`src/rtl/core/lbqs_pkg.sv`:
```
// shared types, constants and helpers of the log bucket quantile sketch
// no dependencies; imported by every module of the block but lbqs_ram
`timescale 1ns / 1ps

package lbqs_pkg;

    localparam int NUM_BUCKETS   = 2048;
    localparam int HALF_BUCKETS  = NUM_BUCKETS / 2;
    localparam int SLOT_W        = $clog2(NUM_BUCKETS);
    localparam int LOG_FRAC_BITS = 16;
    localparam int ITER_W        = $clog2(LOG_FRAC_BITS + 1);
    localparam int L_W           = LOG_FRAC_BITS + 6;
    localparam int P_W           = L_W + 33;
    localparam int IDX_SHIFT     = LOG_FRAC_BITS + 16;

    localparam int VAL_W     = 32;
    localparam int MULT_W    = 32;
    localparam int Q_W       = 17;
    localparam int CNT_W     = 48;
    localparam int SUM_W     = 63;
    localparam int PROD_W    = 64;
    localparam int RANK_W    = CNT_W + 1;
    localparam int CUM_W     = CNT_W + SLOT_W;
    localparam int IDX_OUT_W = 11;

    localparam logic [Q_W-1:0]    Q_ONE          = Q_W'(65536);
    localparam logic [CNT_W-1:0]  CNT_MAX        = {CNT_W{1'b1}};
    localparam logic [SUM_W-1:0]  SUM_MAX        = {SUM_W{1'b1}};
    localparam logic [MULT_W-1:0] MULT_RESET     = MULT_W'(2271400);

    typedef enum logic [1:0] {
        FUNC_ADD   = 2'd0,
        FUNC_QUERY = 2'd1,
        FUNC_CLEAR = 2'd2
    } func_t;

    typedef enum logic [1:0] {
        ST_OK    = 2'd0,
        ST_ZERO  = 2'd1,
        ST_EMPTY = 2'd2
    } status_t;

    typedef enum logic [2:0] {
        OP_ADD   = 3'd0,
        OP_ZERO  = 3'd1,
        OP_QUERY = 3'd2,
        OP_CLEAR = 3'd3,
        OP_NOP   = 3'd4
    } op_t;

    typedef struct packed {
        op_t              op;
        logic [VAL_W-1:0] value;
        logic [VAL_W-1:0] weight;
        logic [Q_W-1:0]   qfrac;
    } item_t;

    // queue handshake between front and back
    typedef struct packed {
        logic  valid;
        item_t item;
    } qout_t;

    typedef struct packed {
        status_t              status;
        logic [IDX_OUT_W-1:0] bucket_index;
        logic [CNT_W-1:0]     total_count;
        logic [SUM_W-1:0]     value_sum;
        logic [VAL_W-1:0]     min_seen;
        logic [VAL_W-1:0]     max_seen;
    } result_t;

    function automatic logic [IDX_OUT_W-1:0] slot_to_index(input logic [SLOT_W-1:0] slot);
        int d;
        d = int'(slot) - HALF_BUCKETS;
        return IDX_OUT_W'(d);
    endfunction

endpackage

```
`src/rtl/core/lbqs_front.sv`:
```
// front end: accepts requests, decodes them and queues them for the engine
// depends on lbqs_pkg
`timescale 1ns / 1ps

module lbqs_front
    import lbqs_pkg::*;
(
    input  logic        aclk,
    input  logic        aresetn,
    input  logic        s_tvalid,
    output logic        s_tready,
    input  logic [87:0] s_tdata,   // sample_value, weight, quantile_fraction, pad
    input  logic [1:0]  s_tuser,   // func
    input  logic        init_busy,
    input  logic        q_pop,
    output qout_t       q_out
);

    item_t      slot_reg [2];
    logic       wr_ptr_reg, rd_ptr_reg;
    logic [1:0] count_reg;
    item_t      dec;
    logic       push;

    always_comb begin
        dec.value  = s_tdata[31:0];
        dec.weight = s_tdata[63:32];
        dec.qfrac  = (s_tdata[80:64] > Q_ONE) ? Q_ONE : s_tdata[80:64];
        case (s_tuser)
            FUNC_ADD:   dec.op = (s_tdata[31:0] == '0) ? OP_ZERO : OP_ADD;
            FUNC_QUERY: dec.op = OP_QUERY;
            FUNC_CLEAR: dec.op = OP_CLEAR;
            default:    dec.op = OP_NOP;
        endcase
    end

    assign s_tready    = (count_reg != 2'd2) && !init_busy;
    assign push        = s_tvalid && s_tready;
    assign q_out.valid = (count_reg != 2'd0);
    assign q_out.item  = slot_reg[rd_ptr_reg];

    always_ff @(posedge aclk) begin
        if (push) begin
            slot_reg[wr_ptr_reg] <= dec;
        end
    end

    always_ff @(posedge aclk) begin
        if (!aresetn) begin
            wr_ptr_reg <= 1'b0;
            rd_ptr_reg <= 1'b0;
            count_reg  <= 2'd0;
        end else begin
            if (push) begin
                wr_ptr_reg <= !wr_ptr_reg;
            end
            if (q_pop) begin
                rd_ptr_reg <= !rd_ptr_reg;
            end
            count_reg <= count_reg + 2'(push) - 2'(q_pop);
        end
    end

endmodule

```
`config.mk`:
```
export PLATFORM = sky130hd
export DESIGN_NAME = lbqs_front
export DESIGN_NICKNAME = d
export VERILOG_FILES = /design/src/rtl/core/lbqs_pkg.sv /design/src/rtl/core/lbqs_front.sv
export SDC_FILE = /design/constraint.sdc
export NUM_CORES = 1
export LEC_CHECK = 0
export ABC_AREA = 1
export BUFFER_PORTS_ARGS = -buffer_cell sky130_fd_sc_hd__buf_2
export CAP_MARGIN = 40
export CORE_ASPECT_RATIO = 0.6
export CORE_UTILIZATION = 47
export CTS_BUF_LIST = sky130_fd_sc_hd__clkbuf_8 sky130_fd_sc_hd__clkbuf_16
export DETAILED_ROUTE_END_ITERATION = 8
export HOLD_SLACK_MARGIN = 0.05
export PLACE_DENSITY = 0.76
export SETUP_SLACK_MARGIN = 0.2
export SYNTH_ARGS = -nofsm -noshare
export SYNTH_HDL_FRONTEND = slang
export SYNTH_SLANG_ARGS = --single-unit
```
`constraint.sdc`:
```
create_clock -name aclk -period 4.6 [get_ports aclk]
set_clock_uncertainty 0.2 [all_clocks]
set_input_delay 0.46 -clock aclk [delete_from_list [all_inputs] [get_ports aclk]]
set_output_delay 0.46 -clock aclk [all_outputs]
set_load 0.1 [all_outputs]
```
* After elaboration in Yosys (flattened, before gate mapping)
Memories as Yosys holds them, arrays and structs flattened. A register that Yosys moved wholly into a read port is not among the register bits.
Cells that the tools add are included.
** Storage, ports and cells
- Flip-flop bits (word level) :: 4
- Bits in writable memories :: 168
- Output and inout bits :: 86
- Word-level logic and storage cells :: 25
- Memories kept :: 1
** Cells by class
- Add/sub/neg operators :: 2
- Magnitude comparators :: 1
- Equal/unequal tests :: 3
- Multiplexer cells :: 7
- Reductions and logical operators :: 8
** Memory list
- slot_reg :: words 2, width 84, rd ports 1, clocked after memory_dff 1, wr ports 1, RTL line lbqs_front.sv:19 : item_t slot_reg [2];
** Operators by type and width (count)
- zero test 32 bit :: 1
- greater-than comparator 17 bit, second input constant :: 1
- 2-to-1 mux 17 bit :: 1
- case mux 3 bit (3 select lines) :: 1
- 2-to-1 mux 1 bit :: 5
- zero test 1 bit :: 3
- adder 2 x 1 -> 2 bit :: 1
- == test 2 x 1 -> 1 bit, second input constant :: 1
- == test 2 bit, second input constant :: 1
- logical AND 1 bit :: 2
- zero test 2 bit :: 1
- inequality test 2 bit, second input constant :: 1
- nonzero test 2 bit :: 1
- subtractor 2 x 1 -> 2 bit :: 1

* Depth between registers and ports, before layout
- Depth in word-level cells :: 5
- Gate-level depth with buffers :: 9
- Mapped depth without buffers :: 9

* Worst setup path after synthesis
OpenSTA, ideal clock, no wires.
- Path type :: input-to-reg
- Start :: input port init_busy
- End :: memory slot_reg[1][0] (netlist bit) (enable)
- Library setup time :: 528 ps
- Data arrival time :: 5926 ps
- Data required time :: 3872 ps
- Slack :: -2055 ps
- Stages on the path :: 3
- Cells stage by stage :: a21oi_1 > nand2_1 > nor2_1
** Between the ends
- Cells in the longest elaborated chain, start to end :: 5
** RTL lines
- start: declaration :: RTL line lbqs_front.sv:14 : input logic init_busy,
- zero test 1 bit :: RTL line lbqs_front.sv:37 : assign s_tready = (count_reg != 2'd2) && !init_busy;
- logical AND 1 bit :: RTL line lbqs_front.sv:37
- logical AND 1 bit :: RTL line lbqs_front.sv:38 : assign push = s_tvalid && s_tready;
- 2-to-1 mux 1 bit :: RTL line lbqs_front.sv:43 : if (push) begin
- 2-to-1 mux 1 bit (not written as such) :: RTL line lbqs_front.sv:44 : slot_reg[wr_ptr_reg] <= dec;
- end: declaration :: RTL line lbqs_front.sv:19
Every way passes these cells.

==> flow_metrics.tcl <==
set metrics [dict create \
    n_fill_cell 951 \
    worst_pin_slew_ns 0.5125 \
    clk_pin_slew_worst_paths_ns 0.06 \
    fmax_mhz 362.6 \
    overflow 0 \
    critPathTopFamily "flip-flops" \
    clock_sinks 173 \
    synth_nets 462 \
    hold_class "primary input to flip-flop" \
    rsz0062_at_grt "false" \
    worstRegToRegCells 6 \
    setup_violations 0 \
    outcome "finished, final reports clean" \
    wl_per_cell_um 16.74 \
    worstReg2RegEnd "slot_reg[1][65]$_DFFE_PP_" \
    core_area_um2 13750 \
    port-buffer-count 173 \
    mostFrequentLayoutCell "buf_2" \
    cp_max_fo 50 \
    crit_chain "buf_16, mux2_2, buf_2" \
    clock_path_buffers 2 \
    die-area_um2 14680 \
    avgSynthCellArea_um2 18.37 \
    die_h_um 94.26 \
    cts_max_level 4 \
    postCtsHoldBufs 59 \
    drt_pre_antenna_iters 4 \
    leakagePower_nw 3.429 \
    multi_input_area_um2 1365 \
    path_class "flip-flop to output port" \
    min_period_ns 2.758 \
    die_x_um 155.8 \
    drt_iter0_drc 177 \
    max-slew-margin-rel 0.6575 \
    finalCritPeriodShare 0.5996 \
    grt_pass1_vias 4108 \
    cp.required_ns 3.94 \
    final-hold-violation-count 0 \
    whs_endpoint "count_reg[0]$_SDFF_PN0_" \
    timing.rr.start "count_reg[0]$_SDFF_PN0_" \
    netlist.area_leader.share 0.7566 \
    final_antenna_net_count 0 \
    place.gp.congestion 0.7463 \
    max_cap_viol_count 0 \
    ys_ff_latch 173 \
    synth_area_um2 6668 \
    initial_core_util 0.4849 \
    antenna_found_initial 0 \
    avgViaCountPerCell 4.882 \
    syn_inst 363 \
    grt.total_usage 0.1864 \
    cp.arrival_ns 2.10 \
    hpwl_mm 8.492 \
    fin_nets 709 \
    ys_warn_count 0 \
    grt_max_degree 51 \
    cts-resized-gates 0 \
    row_count 33 \
    synth_area_leaders "edfxtp_1 76%, mux2_2 14%, nor2_1 1.7%, dfxtp_1 1.5%, buf_6 1.4%" \
    mostFrequentLayoutCells "173 x buf_2, 168 x edfxtp_1, 84 x mux2_2" \
    p_per_area_nw_per_um2 471.4 \
    hp-start "aresetn" \
    synth.yosys.seq_area_share 0.7716 \
    slew_violations 0 \
    cp-start-kind "flip-flop" \
    peakVddDrop_mv 0.3043 \
    worstSkewPairLatency_ns 0.41 \
    crit_slowest_cell "dfxtp_4" \
    ys_types 20 \
    drcViolationCount 0 \
    whs_ns 0.07460 \
    critPathBufInv 2 \
    largest_register_ffs 168 \
    ios 181 \
    num_antenna_cells 0 \
    critPathMaxStageDelay_ns 0.66 \
    end_kind "output port" \
    wl_mm 13.62 \
    tritoncts "yes" \
    postCtsSetupRepairBufs 0 \
    grt_first_pass_wirelength_mm 20.52 \
    fin_tns_setup_ns 0 \
    numCtsBuffers 17 \
    ff_latch_area_um2 5149 \
    cts_root_buf "clkbuf_16" \
    vias 3974 \
    rrSetupSlack_ns 2.33 \
    area_growth_pct 35.54 \
    holdPathStages 3 \
    yosysTopAreaCell "edfxtp_1" \
    drive_gt1_frac 0.4823 \
]
## Yosys cell counts
master and number:
nor2_1 30, nand4_1 2, xnor2_1 2, buf_2 3, dfxtp_1 5, buf_6 8, nor3_1 1, inv_1 18
a21oi_1 10, nand2_1 11, edfxtp_1 168, a21boi_2 2, mux2_2 84, clkbuf_1 1, o21ai_0 1, a21boi_0 6
ha_1 4, nand3_1 4, nand2_2 1, or2_2 2
## power breakdown
part           leakage (nW)  internal (W)  switching [W]  total (W)
Combinational          1.55      0.000212       0.000716   0.000927
Clock                 0.295      0.000910       0.000585    0.00149
Sequential             1.58       0.00181      0.0000294    0.00184
Total                  3.43       0.00293        0.00133    0.00426
## cell type report
cell class              count  share of cell area
flip-flops and latches    173              0.5697
repair buffers            240              0.1769
multi-input cells         160              0.1510
clock buffers              17             0.04707
well taps                 192             0.02658
clock inverters            14             0.02118
inverters                  18            0.007476
## stage by stage
step	area, µm²	util	power, W	worst slack (ns)	instances
3_5_place_dp	7810	0.5680	0.002759	2.188	722
5_1_grt	9037	0.6573	0.004387	1.736	814
6_report	9037	0.6573	0.004260	1.842	814
4_1_cts	9017	0.6558	0.004292	1.787	812
3_3_place_gp	7735	0.5626	0.002732	1.974	719
2_1_floorplan	6686	-	0.002604	0.9266	363
## worst min-delay path, cell delays in order
cell and delay, ns:
buf_2 0.11, nand2_1 0.05, inv_1 0.04
## worst max path at each step
stage	start	cells after the start	end	slack, ns
after floorplan	init_busy	3	slot_reg[1][0]$_DFFE_PP_	0.93
after global placement	init_busy	5	slot_reg[0][73]$_DFFE_PP_	1.97
after global routing	flip-flop	3	q_out[69]	1.74
final	flip-flop	3	q_out[50]	1.84
after detailed placement	init_busy	6	slot_reg[1][8]$_DFFE_PP_	2.19
after CTS	flip-flop	3	q_out[69]	1.79
## cell families (layout without fill, tap and decap cells)
logic type,Yosys count,count (layout),share of synthesized area
flip-flops,173,173,0.7716
XOR/XNOR,2,2,0.002628
multiplexers,84,84,0.1419
adder cells (fa/ha/maj),4,4,0.007506
AND/OR/NAND/NOR,51,51,0.03153
buffers and inverters,30,289,0.02646
AO/OA/AOI/OAI,19,19,0.01839
## routing by layer
layer  share of wire  track usage
met1            0.44       0.2265
met2            0.48       0.3161
met3           0.072      0.06642
met4          0.0070      0.05147
met5               0            0
(Power assumes the default switching activity.)
